**src/rtl/core/esd_pkg.sv**
```systemverilog
// ----------------------------------------------------------------------------
// esd_pkg
// Shared types, character codes and the escape table of the escape string
// decoder.
// ----------------------------------------------------------------------------
`timescale 1ns / 1ps
`default_nettype none

package esd_pkg;

  localparam int unsigned QueueDepth = 4;

  localparam logic [7:0] ChNul    = 8'h00;
  localparam logic [7:0] ChComma  = 8'h2C;
  localparam logic [7:0] ChZero   = 8'h30;
  localparam logic [7:0] ChNine   = 8'h39;
  localparam logic [7:0] ChBslash = 8'h5C;
  localparam logic [7:0] ChCaret  = 8'h5E;

  localparam logic [7:0] CtrlMask  = 8'h1F;
  localparam logic [7:0] ZeroValue = 8'h80;

  typedef enum logic [2:0] {
    CLS_PLAIN,
    CLS_TERM,
    CLS_CARET,
    CLS_BSLASH,
    CLS_DIGIT
  } cls_e;

  typedef enum logic [1:0] {
    MODE_NORMAL,
    MODE_CARET,
    MODE_BSLASH,
    MODE_NUM
  } mode_e;

  typedef struct packed {
    logic       hit;
    logic [7:0] val;
  } esc_t;

  typedef struct packed {
    logic [7:0] chr;
    cls_e       cls;
    logic       esc_hit;
    logic [7:0] esc_val;
  } item_t;

  typedef struct packed {
    logic full;
    logic empty;
  } q_stat_t;

  // Named escapes after a backslash.
  function automatic esc_t esc_lookup(input logic [7:0] c);
    esc_t r;
    r.hit = 1'b1;
    case (c)
      8'h65:   r.val = 8'h1B; // e
      8'h45:   r.val = 8'h1B; // E
      8'h5E:   r.val = 8'h5E; // ^
      8'h5C:   r.val = 8'h5C; // backslash
      8'h2C:   r.val = 8'h2C; // comma
      8'h3A:   r.val = 8'h3A; // colon
      8'h6C:   r.val = 8'h0A; // l
      8'h6E:   r.val = 8'h0A; // n
      8'h72:   r.val = 8'h0D; // r
      8'h74:   r.val = 8'h09; // t
      8'h62:   r.val = 8'h08; // b
      8'h66:   r.val = 8'h0C; // f
      8'h73:   r.val = 8'h20; // s
      default: begin
        r.hit = 1'b0;
        r.val = 8'h00;
      end
    endcase
    return r;
  endfunction

endpackage

`default_nettype wire

```
**src/rtl/core/esd_front.sv**
```systemverilog
// ----------------------------------------------------------------------------
// esd_front
// Classifies each incoming character and looks up its named escape.
// ----------------------------------------------------------------------------
`timescale 1ns / 1ps
`default_nettype none

module esd_front (
  input  wire logic          in_valid_i,
  input  wire logic [7:0]    char_in_i,
  input  wire logic          q_full_i,
  output esd_pkg::item_t     item_o,
  output logic               push_o
);

  esd_pkg::esc_t esc;

  always_comb begin
    esc = esd_pkg::esc_lookup(char_in_i);
    item_o.chr     = char_in_i;
    item_o.esc_hit = esc.hit;
    item_o.esc_val = esc.val;
    if (char_in_i == esd_pkg::ChNul || char_in_i == esd_pkg::ChComma) begin
      item_o.cls = esd_pkg::CLS_TERM;
    end else if (char_in_i == esd_pkg::ChCaret) begin
      item_o.cls = esd_pkg::CLS_CARET;
    end else if (char_in_i == esd_pkg::ChBslash) begin
      item_o.cls = esd_pkg::CLS_BSLASH;
    end else if (char_in_i inside {[esd_pkg::ChZero:esd_pkg::ChNine]}) begin
      item_o.cls = esd_pkg::CLS_DIGIT;
    end else begin
      item_o.cls = esd_pkg::CLS_PLAIN;
    end
  end

  assign push_o = in_valid_i && !q_full_i;

endmodule

`default_nettype wire

```
**src/rtl/core/esd_queue.sv**
```systemverilog
// ----------------------------------------------------------------------------
// esd_queue
// Short FIFO of classified characters between front and back.
// ----------------------------------------------------------------------------
`timescale 1ns / 1ps
`default_nettype none

module esd_queue #(
  parameter int unsigned Depth = esd_pkg::QueueDepth
) (
  input  wire logic           clk_i,
  input  wire logic           rst_ni,
  input  wire logic           push_i,
  input  wire esd_pkg::item_t item_i,
  input  wire logic           pop_i,
  output esd_pkg::item_t      head_o,
  output esd_pkg::q_stat_t    stat_o
);

  localparam int unsigned PtrW = (Depth > 1) ? $clog2(Depth) : 1;
  localparam int unsigned CntW = $clog2(Depth + 1);

  esd_pkg::item_t  mem_q [Depth];
  logic [PtrW-1:0] wr_ptr_q, wr_ptr_d;
  logic [PtrW-1:0] rd_ptr_q, rd_ptr_d;
  logic [CntW-1:0] cnt_q, cnt_d;

  function automatic logic [PtrW-1:0] ptr_next(input logic [PtrW-1:0] p);
    return (p == PtrW'(Depth - 1)) ? '0 : p + PtrW'(1);
  endfunction

  always_comb begin
    wr_ptr_d = push_i ? ptr_next(wr_ptr_q) : wr_ptr_q;
    rd_ptr_d = pop_i ? ptr_next(rd_ptr_q) : rd_ptr_q;
    cnt_d    = cnt_q;
    if (push_i && !pop_i) begin
      cnt_d = cnt_q + CntW'(1);
    end else if (pop_i && !push_i) begin
      cnt_d = cnt_q - CntW'(1);
    end
  end

  always_ff @(posedge clk_i or negedge rst_ni) begin
    if (!rst_ni) begin
      wr_ptr_q <= '0;
      rd_ptr_q <= '0;
      cnt_q    <= '0;
    end else begin
      wr_ptr_q <= wr_ptr_d;
      rd_ptr_q <= rd_ptr_d;
      cnt_q    <= cnt_d;
    end
  end

  always_ff @(posedge clk_i) begin
    if (push_i) begin
      mem_q[wr_ptr_q] <= item_i;
    end
  end

  assign head_o       = mem_q[rd_ptr_q];
  assign stat_o.full  = (cnt_q == CntW'(Depth));
  assign stat_o.empty = (cnt_q == '0);

endmodule

`default_nettype wire

```
**src/rtl/core/esd_back.sv**
```systemverilog
// ----------------------------------------------------------------------------
// esd_back
// Decode state machine and output register. Takes classified characters
// from the queue and emits decoded bytes.
// ----------------------------------------------------------------------------
`timescale 1ns / 1ps
`default_nettype none

module esd_back (
  input  wire logic           clk_i,
  input  wire logic           rst_ni,
  input  wire esd_pkg::item_t head_i,
  input  wire logic           head_valid_i,
  output logic                pop_o,
  output logic                out_valid_o,
  input  wire logic           out_stall_i,
  output logic [7:0]          out_byte_o,
  output logic                last_o
);

  esd_pkg::mode_e mode_q, mode_d;
  logic [9:0]     acc_q, acc_d;
  logic [1:0]     left_q, left_d;
  logic           out_valid_q, out_valid_d;
  logic [7:0]     out_byte_q;
  logic           out_last_q;

  logic           can_out;
  logic           need_emit;
  logic           consume;
  logic           act;
  logic [7:0]     emit_byte;
  logic           emit_last;
  logic [9:0]     acc_shift;
  logic [1:0]     left_dec;
  logic [7:0]     val_byte;

  assign can_out   = !out_valid_q || !out_stall_i;
  assign acc_shift = {acc_q[6:0], 3'b000} | {6'b0, head_i.chr[3:0]};
  assign left_dec  = left_q - 2'd1;
  assign val_byte  = (acc_q == '0) ? esd_pkg::ZeroValue : acc_q[7:0];

  // Outputs: what the head character emits and whether it is consumed.
  always_comb begin
    need_emit = 1'b0;
    consume   = 1'b1;
    emit_byte = head_i.chr;
    emit_last = 1'b0;
    case (mode_q)
      esd_pkg::MODE_NORMAL: begin
        if (head_i.cls == esd_pkg::CLS_TERM) begin
          need_emit = 1'b1;
          emit_byte = 8'h00;
          emit_last = 1'b1;
        end else if (head_i.cls != esd_pkg::CLS_CARET &&
                     head_i.cls != esd_pkg::CLS_BSLASH) begin
          need_emit = 1'b1;
        end
      end
      esd_pkg::MODE_CARET: begin
        need_emit = 1'b1;
        emit_byte = head_i.chr & esd_pkg::CtrlMask;
      end
      esd_pkg::MODE_BSLASH: begin
        if (head_i.esc_hit) begin
          need_emit = 1'b1;
          emit_byte = head_i.esc_val;
        end else if (head_i.cls != esd_pkg::CLS_DIGIT) begin
          need_emit = 1'b1;
        end
      end
      esd_pkg::MODE_NUM: begin
        if (head_i.cls == esd_pkg::CLS_DIGIT) begin
          need_emit = (left_dec == 2'd0);
          emit_byte = (acc_shift == '0) ? esd_pkg::ZeroValue : acc_shift[7:0];
        end else begin
          need_emit = 1'b1;
          emit_byte = val_byte;
          // Hold a character that gives its own byte; it is decoded again.
          consume   = (head_i.cls == esd_pkg::CLS_CARET ||
                       head_i.cls == esd_pkg::CLS_BSLASH);
        end
      end
      default: begin
        need_emit = 1'b0;
      end
    endcase
  end

  assign act   = head_valid_i && (!need_emit || can_out);
  assign pop_o = act && consume;

  // Next state.
  always_comb begin
    mode_d = mode_q;
    acc_d  = acc_q;
    left_d = left_q;
    if (act) begin
      case (mode_q)
        esd_pkg::MODE_NORMAL: begin
          if (head_i.cls == esd_pkg::CLS_CARET) begin
            mode_d = esd_pkg::MODE_CARET;
          end else if (head_i.cls == esd_pkg::CLS_BSLASH) begin
            mode_d = esd_pkg::MODE_BSLASH;
          end
        end
        esd_pkg::MODE_CARET: begin
          mode_d = esd_pkg::MODE_NORMAL;
        end
        esd_pkg::MODE_BSLASH: begin
          mode_d = esd_pkg::MODE_NORMAL;
          if (!head_i.esc_hit && head_i.cls == esd_pkg::CLS_DIGIT) begin
            mode_d = esd_pkg::MODE_NUM;
            acc_d  = {6'b0, head_i.chr[3:0]};
            left_d = 2'd2;
          end
        end
        esd_pkg::MODE_NUM: begin
          if (head_i.cls == esd_pkg::CLS_DIGIT) begin
            if (left_dec == 2'd0) begin
              mode_d = esd_pkg::MODE_NORMAL;
              acc_d  = '0;
              left_d = '0;
            end else begin
              acc_d  = acc_shift;
              left_d = left_dec;
            end
          end else begin
            acc_d  = '0;
            left_d = '0;
            if (head_i.cls == esd_pkg::CLS_CARET) begin
              mode_d = esd_pkg::MODE_CARET;
            end else if (head_i.cls == esd_pkg::CLS_BSLASH) begin
              mode_d = esd_pkg::MODE_BSLASH;
            end else begin
              mode_d = esd_pkg::MODE_NORMAL;
            end
          end
        end
        default: begin
          mode_d = esd_pkg::MODE_NORMAL;
        end
      endcase
    end
  end

  always_comb begin
    if (act && need_emit) begin
      out_valid_d = 1'b1;
    end else begin
      out_valid_d = out_valid_q && out_stall_i;
    end
  end

  always_ff @(posedge clk_i or negedge rst_ni) begin
    if (!rst_ni) begin
      mode_q      <= esd_pkg::MODE_NORMAL;
      acc_q       <= '0;
      left_q      <= '0;
      out_valid_q <= 1'b0;
    end else begin
      mode_q      <= mode_d;
      acc_q       <= acc_d;
      left_q      <= left_d;
      out_valid_q <= out_valid_d;
    end
  end

  always_ff @(posedge clk_i) begin
    if (act && need_emit) begin
      out_byte_q <= emit_byte;
      out_last_q <= emit_last;
    end
  end

  assign out_valid_o = out_valid_q;
  assign out_byte_o  = out_byte_q;
  assign last_o      = out_last_q;

endmodule

`default_nettype wire

```
**src/rtl/core/escape_string_decoder_unit.sv**
```systemverilog
// Decodes a terminal capability string taking one character per beat and
// giving at most one decoded byte per beat. Caret and backslash escapes,
// named escapes and numeric escapes of up to three digits are resolved; a
// comma or NUL ends the string with a zero byte marked last. The sustained
// rate is one character per cycle while the output is not stalled; a
// character ending a numeric escape that gives a byte of its own is decoded
// again after the numeric byte, and the character queue (QDepth entries)
// between classifier and decoder absorbs the repeat; output bytes are registered.
// ----------------------------------------------------------------------------
// escape_string_decoder_unit
// Top level: classifier, character queue and decoder with output register.
// ----------------------------------------------------------------------------
`timescale 1ns / 1ps
`default_nettype none

module escape_string_decoder_unit #(
  parameter int unsigned QDepth = esd_pkg::QueueDepth
) (
  input  wire logic       clk_i,
  input  wire logic       rst_ni,
  input  wire logic       in_valid_i,
  output logic            in_stall_o,
  input  wire logic [7:0] char_in_i,
  output logic            out_valid_o,
  input  wire logic       out_stall_i,
  output logic [7:0]      out_byte_o,
  output logic            last_o
);

  esd_pkg::item_t   push_item;
  esd_pkg::item_t   head_item;
  esd_pkg::q_stat_t q_stat;
  logic             push;
  logic             pop;

  esd_front u_front (
    .in_valid_i (in_valid_i),
    .char_in_i  (char_in_i),
    .q_full_i   (q_stat.full),
    .item_o     (push_item),
    .push_o     (push)
  );

  esd_queue #(
    .Depth (QDepth)
  ) u_queue (
    .clk_i  (clk_i),
    .rst_ni (rst_ni),
    .push_i (push),
    .item_i (push_item),
    .pop_i  (pop),
    .head_o (head_item),
    .stat_o (q_stat)
  );

  esd_back u_back (
    .clk_i        (clk_i),
    .rst_ni       (rst_ni),
    .head_i       (head_item),
    .head_valid_i (!q_stat.empty),
    .pop_o        (pop),
    .out_valid_o  (out_valid_o),
    .out_stall_i  (out_stall_i),
    .out_byte_o   (out_byte_o),
    .last_o       (last_o)
  );

  assign in_stall_o = q_stat.full;

`ifndef ASSERT_OFF
  a_stat_excl: assert property (@(posedge clk_i) disable iff (!rst_ni)
    !(q_stat.full && q_stat.empty))
    else $error("queue reports full and empty");

  a_pop_nonempty: assert property (@(posedge clk_i) disable iff (!rst_ni)
    pop |-> !q_stat.empty)
    else $error("decoder popped an empty queue");

  a_empty_holds: assert property (@(posedge clk_i) disable iff (!rst_ni)
    (q_stat.empty && !push) |=> q_stat.empty)
    else $error("queue filled without a push");

  a_last_zero: assert property (@(posedge clk_i) disable iff (!rst_ni)
    (out_valid_o && last_o) |-> (out_byte_o == 8'h00))
    else $error("terminator byte is not zero");
`endif

endmodule

`default_nettype wire
```
**config.mk**
```make
export PLATFORM = sky130hd
export DESIGN_NAME = escape_string_decoder_unit
export DESIGN_NICKNAME = d
export VERILOG_FILES = /design/src/rtl/core/esd_pkg.sv /design/src/rtl/core/esd_front.sv /design/src/rtl/core/esd_queue.sv /design/src/rtl/core/esd_back.sv /design/src/rtl/core/escape_string_decoder_unit.sv
export SDC_FILE = /design/constraint.sdc
export NUM_CORES = 1
export LEC_CHECK = 0
export BUFFER_PORTS_ARGS = -buffer_cell sky130_fd_sc_hd__buf_2
export CAP_MARGIN = 20
export CORE_MARGIN = 4
export CORE_UTILIZATION = 50
export DETAILED_ROUTE_END_ITERATION = 16
export GPL_ROUTABILITY_DRIVEN = 0
export PLACE_DENSITY_LB_ADDON = 0.05
export SLEW_MARGIN = 10
export SYNTH_ARGS = -nofsm -noshare
export SYNTH_HDL_FRONTEND = slang
export SYNTH_SLANG_ARGS = --single-unit
```
**constraint.sdc**
```tcl
create_clock -name clk_i -period 5.6 [get_ports clk_i]
set_input_delay 0.84 -clock clk_i [delete_from_list [all_inputs] [get_ports clk_i]]
set_output_delay 0.84 -clock clk_i [all_outputs]
set_load 0.01 [all_outputs]
```
==> out/summary.log, run 1 <==
qor: run_status.outcome finished clean
qor: clock_tree.cts-resized-gates 0
qor: critical_path.rr_worst_depth 10
qor: power.power.density 518 nW/um^2
qor: route.finalWirelength 9260 microns
qor: synthesis.syn_area 4920 sq um
qor: clock_tree.cts_root_buf sky130_fd_sc_hd__clkbuf_8
qor: synthesis.post_synth_num_cell_types 57
qor: power.pwr-share-comb 36.9%
qor: clock_tree.worst_skew_pair.late_latency 0.37 ns
qor: critical_path.critical_path.top_delay_family multiplexers
qor: final_layout.filler_cell_count 791
qor: clock_tree.clock_tree_from_tritoncts built
qor: critical_path.crit_top_cell sky130_fd_sc_hd__xor2_1
qor: clock_tree.cts-root-to-sink-buffers 2
qor: sta.timing.final.hold_violations 0
qor: sta.final_period_minus_worst_setup_slack 3.56 ns
qor: floorplan.placementRows 35
qor: global_routing.gr-total-overflow 0
qor: global_routing.grt_use_total 17.3%
qor: route.wl_per_cell 18.7 microns
qor: flow_run.drv.max_cap_violation_count 0
qor: floorplan.fp.dieArea 11500 sq um
qor: global_routing.maximum_number_of_pins_on_one_net_before_global_route_repair 23
qor: sta.rsz0062_at_grt no
qor: critical_path.slowest_stage sky130_fd_sc_hd__mux4_1
qor: route.post_drt_via_cell_ratio 5.69
qor: final_layout.num_antenna_cells 0
qor: route.drc 0
qor: critical_path.arrival 3.86 ns
qor: sta.layout_worst_path_cycle_share 63.7%
qor: route.ant_nets 0
qor: worst_hold_path.worstHoldPathType in -> async
qor: power.seq_power_share 46.6%
qor: power.clkPwrFrac 16.5%
qor: clock_tree.postCtsSetupBuffers 0
qor: synthesis.yosys-top-cells-area sky130_fd_sc_hd__edfxtp_1 52%, sky130_fd_sc_hd__dfrtp_1 11%, sky130_fd_sc_hd__mux4_2 6.9%, sky130_fd_sc_hd__mux2i_1 2.6%, sky130_fd_sc_hd__mux4_1 2.1%
qor: critical_path.critical_path_buf_inv_count 1
qor: floorplan.top_level_ports 23
qor: sta.worst_slew_pin_slew 1.03 ns
qor: final_layout.area_growth_syn_to_layout 8.27%
qor: route.routed-wl-met3 470 microns
qor: global_routing.initial_antenna_violation_count 0
qor: clock_tree.clock-sinks 107
qor: route.top_layer met4
qor: synthesis.post-synth-top-area-fraction 51.9%
qor: route.met2_wirelength 4350 microns
qor: power.total_switching_power 0.994 mW
qor: floorplan.die_width 107 microns
qor: power.netSwitchingFraction 36.0%
qor: floorplan.core_area 9420 sq um
qor: critical_path.crit_fanout 12
qor: critical_path.category_of_the_most_critical_setup_path reg -> reg
qor: sta.timing.setup.tns 0 ns
qor: critical_path.cp-start-kind flip-flop
qor: final_layout.finalInstanceArea 5330 sq um
qor: synthesis.synth_top_area_cell sky130_fd_sc_hd__edfxtp_1
qor: synthesis.avgSynthCellArea 14.5 sq um
qor: placement.hpwlAfterDp 6180 microns
qor: global_routing.first_pass_grt_wire_length 15100 microns
qor: critical_path.worstReg2RegStart u_queue.rd_ptr_q[0]
qor: synthesis.synth_sequential_area_ratio 63.1%
qor: route.drc_marker_count_from_the_first_detailed_route_iteration 167
qor: floorplan.die_h 107 microns
qor: critical_path.critPathMaxStageDelay 0.75 ns
qor: route.dr_total_vias 2819
qor: power.p_int 1.77 mW
qor: sta.number_of_failing_setup_endpoints_in_the_final_timing_report 0
qor: critical_path.startpoint u_queue.rd_ptr_q[0]
qor: placement.io_buffers 22
qor: final_layout.layout-drive-gt1-share 17.8%
qor: critical_path.ff2ff_setup_slack 2.04 ns
qor: clock_tree.total_number_of_h_tree_levels 3
qor: synthesis.synth_edf_count 85
qor: power.ir_worst_vdd 0.000221 V
qor: synthesis.synth_async_sr_flop_share 20.6%
qor: synthesis.synth-main-ff-cell sky130_fd_sc_hd__edfxtp_1
qor: clock_tree.cts.hold.buffers_added 0
qor: global_routing.number_of_global_route_vias_before_repair 2789
qor: sta.slew_headroom 31.3%
qor: placement.detailed_place.area 5130 sq um
qor: sta.finalMaxSlewViolations 0
qor: clock_tree.cts.clk_slew.worst_paths 0.11 ns
qor: final_layout.layout_nets 381
qor: synthesis.postSynthRegisterBits 107
qor: critical_path.path_cells mux4_1 > nor3b_2 > a211o_4 > o21ai_1 > ha_1 > inv_1 > fa_1 > xor2_1 > nor2_1 > xor2_1
qor: critical_path.critical_path_required 5.90 ns
qor: route.drt-met1-wl 4210 microns
qor: sta.setup_skew_after_layout 0.0102 ns
qor: synthesis.synth_fp_nets 360
qor: floorplan.initial_core_util 52.3%
qor: route.detailedRoute.firstPassIterationCount 4
qor: critical_path.r2r-end u_queue.cnt_q[2]
qor: clock_tree.cts_inserted_buffers 9
qor: power.standby_leakage_power 1.89 nW
qor: synthesis.postSynthCellCount 340
qor: synthesis.ys_warn_count 0
qor: critical_path.kind_of_capture_point_of_the_worst_setup_path flip-flop
qor: sta.clock.fmax 281 MHz
-- metal layers --
layer | GRT usage (%) | vias up
met4 | 6.85 | 0
met3 | 4.70 | 19
li1 | - | 1336
met2 | 26.8 | 81
met5 | 0 | -
met1 | 23.4 | 1383
-- area by class of cell --
cell class	instances	area [sq um]	area share [%]
repair buffers	24	125	2.35
clock buffers	9	124	2.33
clock inverters	7	68.8	1.29
well taps	129	161	3.03
flip-flops and latches	107	3100	58.3
inverters	26	97.6	1.83
multi-input cells	193	1650	30.9
-- power groups by stage --
| stage | sequential [mW] | clock (mW) | combinational (mW) |
|---|---|---|---|
| after CTS | 1.29 | 0.469 | 1.03 |
| after global routing | 1.32 | 0.500 | 1.13 |
| after detailed placement | 1.31 | 0 | 1.03 |
| after global placement | 1.30 | 0 | 1.01 |
| final | 1.29 | 0.455 | 1.02 |
| after floorplan | 1.25 | 0 | 0.790 |
-- sequential cells by signal, indices dropped and copies added (netlist names) --
name,count
u_back.acc_q,10
u_back.left_q,2
u_queue.rd_ptr_q,2
u_back.last_o,1
u_back.out_valid_o,1
u_queue.wr_ptr_q,2
u_queue.cnt_q,3
u_queue.mem_q,76
u_back.out_byte_o,8
u_back.mode_q,2
-- synthesized netlist by cell type, types with 3 or more instances --
cell type                  number
sky130_fd_sc_hd__a211o_1        4
sky130_fd_sc_hd__a21oi_1       12
sky130_fd_sc_hd__and2_1         6
sky130_fd_sc_hd__buf_1          3
sky130_fd_sc_hd__clkbuf_1       8
sky130_fd_sc_hd__dfrtp_1       22
sky130_fd_sc_hd__edfxtp_1      85
sky130_fd_sc_hd__ha_1           7
sky130_fd_sc_hd__inv_1         26
sky130_fd_sc_hd__mux2_2         3
sky130_fd_sc_hd__mux2i_1       13
sky130_fd_sc_hd__mux4_1         4
sky130_fd_sc_hd__mux4_2        15
sky130_fd_sc_hd__nand2_1       21
sky130_fd_sc_hd__nand2b_1       3
sky130_fd_sc_hd__nand3_1        5
sky130_fd_sc_hd__nor2_1        15
sky130_fd_sc_hd__nor2b_1        9
sky130_fd_sc_hd__nor3_1         6
sky130_fd_sc_hd__nor4_1         3
sky130_fd_sc_hd__nor4b_1        3
sky130_fd_sc_hd__o21ai_0       12
sky130_fd_sc_hd__o21ai_1        3
sky130_fd_sc_hd__o311ai_0       3
sky130_fd_sc_hd__or3_1          4
sky130_fd_sc_hd__or4_1          3
sky130_fd_sc_hd__xnor2_1        3
-- cells by family (layout without fill, tap and decap cells) --
family                     after synthesis  after routing  share of synthesized area [%]
DFF                                    107            107                           63.1
and+or+nand+nor                         93             93                           11.0
AOI/OAI and AO/OA                       52             52                           7.10
buffers and inverters                   40             66                           3.46
muxes                                   35             35                           12.3
adders and majority gates                8              8                           2.19
xor gates and xnor gates                 5              5                          0.890
-- per-stage QoR --
step / total power [mW] / hold WS, ns / setup slack [ns] / utilization, % / instances
5_1_grt: 2.95 / 0.452 / 1.73 / 56.6 / 495
2_1_floorplan: 2.05 / 0.469 / 2.57 / - / 340
6_report: 2.76 / 0.425 / 2.04 / 56.6 / 495
3_3_place_gp: 2.32 / 0.501 / 2.05 / 54.5 / 479
3_5_place_dp: 2.33 / 0.499 / 1.97 / 54.5 / 479
4_1_cts: 2.79 / 0.433 / 1.96 / 56.6 / 495
-- worst max path at each step --
stage / cells past startpoint / to / slack (ns)
3_3_place_gp: 8 / u_queue.cnt_q[1] / 2.05
4_1_cts: 10 / u_queue.cnt_q[2] / 1.96
6_report: 10 / u_queue.cnt_q[2] / 2.04
3_5_place_dp: 8 / u_queue.cnt_q[1] / 1.97
5_1_grt: 10 / u_queue.cnt_q[2] / 1.73
2_1_floorplan: 11 / u_queue.cnt_q[2] / 2.57
-- cell usage in the layout (no fill, tap or decap), types with 3 or more instances in the layout --
cell and n:
sky130_fd_sc_hd__mux4_2 15, sky130_fd_sc_hd__clkbuf_8 9, sky130_fd_sc_hd__nand2b_1 3, sky130_fd_sc_hd__inv_1 26, sky130_fd_sc_hd__a211o_1 4, sky130_fd_sc_hd__mux4_1 4, sky130_fd_sc_hd__o311ai_0 3, sky130_fd_sc_hd__nor2b_1 9
sky130_fd_sc_hd__o21ai_1 3, sky130_fd_sc_hd__or3_1 4, sky130_fd_sc_hd__o21ai_0 12, sky130_fd_sc_hd__ha_1 7, sky130_fd_sc_hd__nand3_1 5, sky130_fd_sc_hd__nor2_1 15, sky130_fd_sc_hd__nor3_1 6, sky130_fd_sc_hd__or4_1 3
sky130_fd_sc_hd__dfrtp_1 22, sky130_fd_sc_hd__and2_1 6, sky130_fd_sc_hd__mux2_2 3, sky130_fd_sc_hd__xnor2_1 3, sky130_fd_sc_hd__a21oi_1 12, sky130_fd_sc_hd__nor4_1 3, sky130_fd_sc_hd__mux2i_1 13, sky130_fd_sc_hd__nand2_1 21
sky130_fd_sc_hd__buf_2 22, sky130_fd_sc_hd__edfxtp_1 85, sky130_fd_sc_hd__nor4b_1 3
No activity file was read; power rests on OpenSTA's default activity.
==> run 2, diff against run 1 <==
==> constraint.sdc (replaced) <==
create_clock -name clk_i -period 3.1 [get_ports clk_i]
set_input_delay 0.465 -clock clk_i [delete_from_list [all_inputs] [get_ports clk_i]]
set_output_delay 0.465 -clock clk_i [all_outputs]
set_load 0.01 [all_outputs]
==> out/summary.log, run 2 (synthesis gave the netlist of run 1 again) <==
qor: clock_tree.worst_skew_pair.late_latency 0.37 ns
qor: final_layout.regMostFlops u_queue.mem_q
qor: clock_tree.clock-sinks 107
qor: sta.fin_hold_ws 0.0645 ns
qor: critical_path.path_depth 10
qor: placement.io_buffers 22
qor: global_routing.gr-total-overflow 0
qor: run_status.outcome finished clean
qor: critical_path.critical_path.top_delay_family multiplexers
qor: critical_path.crit_fanout 5
qor: critical_path.kind_of_capture_point_of_the_worst_setup_path flip-flop
qor: critical_path.critical_path_required 3.39 ns
qor: floorplan.top_level_ports 23
qor: power.ir_worst_vdd 0.000290 V
qor: global_routing.maximum_number_of_pins_on_one_net_before_global_route_repair 23
qor: floorplan.initial_core_util 52.3%
qor: final_layout.layout_nets 398
qor: global_routing.number_of_global_route_vias_before_repair 2922
qor: flow_run.drv.max_cap_violation_count 0
qor: route.dr_total_vias 2888
qor: clock_tree.cts_root_buf sky130_fd_sc_hd__clkbuf_8
qor: route.drc 0
qor: global_routing.initial_antenna_violation_count 0
qor: sta.final_period_minus_worst_setup_slack 2.92 ns
qor: critical_path.r2r-end u_queue.cnt_q[2]
qor: critical_path.crit_top_cell sky130_fd_sc_hd__xor2_1
qor: final_layout.num_antenna_cells 0
qor: floorplan.core_area 9420 sq um
qor: sta.worst_slew_pin_slew 0.542 ns
qor: worst_hold_path.worstHoldPathType in -> async
qor: critical_path.ff2ff_setup_slack 0.18 ns
qor: critical_path.critical_path_buf_inv_count 1
qor: clock_tree.cts_inserted_buffers 9
qor: sta.rsz0062_at_grt no
qor: clock_tree.cts.clk_slew.worst_paths 0.10 ns
qor: sta.layout_worst_path_cycle_share 94.2%
qor: power.standby_leakage_power 1.97 nW
qor: floorplan.placementRows 35
qor: final_layout.layout.cells.most_common sky130_fd_sc_hd__edfxtp_1
qor: clock_tree.cts.hold.buffers_added 0
qor: route.finalWirelength 9450 microns
qor: floorplan.die_width 107 microns
qor: sta.finalMaxSlewViolations 0
qor: sta.clock.fmax 343 MHz
qor: floorplan.die_h 107 microns
qor: global_routing.first_pass_grt_wire_length 15600 microns
qor: power.power.density 939 nW/um^2
qor: critical_path.worstReg2RegStart u_queue.rd_ptr_q[0]
qor: sta.timing.final.hold_violations 0
qor: placement.hpwlAfterDp 6460 microns
qor: sta.post-route-worst-setup-slack 0.180 ns
qor: route.drc_marker_count_from_the_first_detailed_route_iteration 127
qor: route.ant_nets 0
qor: critical_path.rr_worst_depth 10
qor: global_routing.grt_use_total 17.7%
qor: sta.number_of_failing_setup_endpoints_in_the_final_timing_report 0
qor: sta.timing.setup.tns 0 ns
qor: clock_tree.postCtsSetupBuffers 0
qor: critical_path.arrival 3.21 ns
qor: final_layout.mostFrequentLayoutCells 85 x sky130_fd_sc_hd__edfxtp_1, 26 x sky130_fd_sc_hd__inv_1, 22 x sky130_fd_sc_hd__buf_2
qor: clock_tree.cts-root-to-sink-buffers 2
qor: critical_path.cp-start-kind flip-flop
qor: sta.slew_headroom 63.4%
qor: critical_path.path_cells mux4_1 > nor3b_2 > a211o_4 > o21ai_1 > ha_1 > inv_1 > fa_1 > xor2_1 > nor2_1 > xor2_1
qor: route.post_drt_via_cell_ratio 5.65
qor: critical_path.slowest_stage sky130_fd_sc_hd__mux4_1
qor: placement.dpl_worst_slack 0.118 ns
qor: floorplan.fp.dieArea 11500 sq um
qor: critical_path.critPathMaxStageDelay 0.62 ns
qor: route.detailedRoute.firstPassIterationCount 4
qor: final_layout.filler_cell_count 749
qor: final_layout.layout-drive-gt1-share 21.7%
qor: final_layout.area_growth_syn_to_layout 10.7%
qor: sta.setup_skew_after_layout 0.00743 ns
qor: clock_tree.clock_tree_from_tritoncts built
qor: clock_tree.total_number_of_h_tree_levels 3
qor: route.wl_per_cell 18.5 microns
qor: critical_path.category_of_the_most_critical_setup_path reg -> reg
qor: final_layout.largest_register_ff_count 76
[run 2: changes by cell type in the layout (fill, tap and decap cells not counted)]
cell,change
sky130_fd_sc_hd__buf_4,+17
sky130_fd_sc_hd__dfrtp_1,-1
sky130_fd_sc_hd__inv_8,-1
sky130_fd_sc_hd__clkinvlp_4,+1
sky130_fd_sc_hd__dfrtp_2,+1
sky130_fd_sc_hd__clkinv_1,-1
[run 2: report_power, final]
group	internal [mW]	switching, mW
clock	0.306	0.493
sequential	2.06	0.200
combinational	0.939	1.11
[run 2: final cells by class]
class	instances	area [sq um]	share of cell area, %
Sequential cell	107	3100	57.0
Multi-Input combinational cell	193	1650	30.2
Clock inverter	6	61.3	1.13
Tap cell	129	161	2.96
Inverter	26	97.6	1.79
Timing Repair Buffer	41	253	4.64
Clock buffer	9	124	2.27
[run 2: per-layer routing]
layer	part of all wire, %	up-vias	global-route usage [%]
met5	0	-	0
met3	4.2	6	3.97
li1	-	1372	-
met2	49	71	29.4
met1	46	1439	24.0
met4	0.72	0	3.74
[run 2: worst max path at each step]
stage	slack [ns]	end	start
CTS	0.1	u_queue.cnt_q[2]	u_queue.rd_ptr_q[0]
global route	0.03	u_queue.cnt_q[2]	u_queue.rd_ptr_q[0]
floorplan	0.07	u_queue.cnt_q[2]	u_queue.rd_ptr_q[0]
detailed placement	0.12	u_queue.cnt_q[2]	u_queue.rd_ptr_q[0]
finish	0.18	u_queue.cnt_q[2]	u_queue.rd_ptr_q[0]
global placement	0.22	u_queue.cnt_q[1]	u_queue.rd_ptr_q[0]
[run 2: metrics by stage]
stage	utilization [%]	power [mW]	cells	cell area (sq um)
after global routing	57.9	5.46	511	5450
after global placement	55.9	4.32	496	5260
after detailed placement	55.9	4.37	496	5260
after floorplan	-	3.69	340	4920
after CTS	57.8	5.17	511	5450
final	57.9	5.11	511	5450
[run 2: repair_timing]
action | 4_1_cts | 5_1_grt
setup endpoints to repair | 0 | 2
resized for setup | 0 | 1
endpoints found under the hold margin | 0 | 0
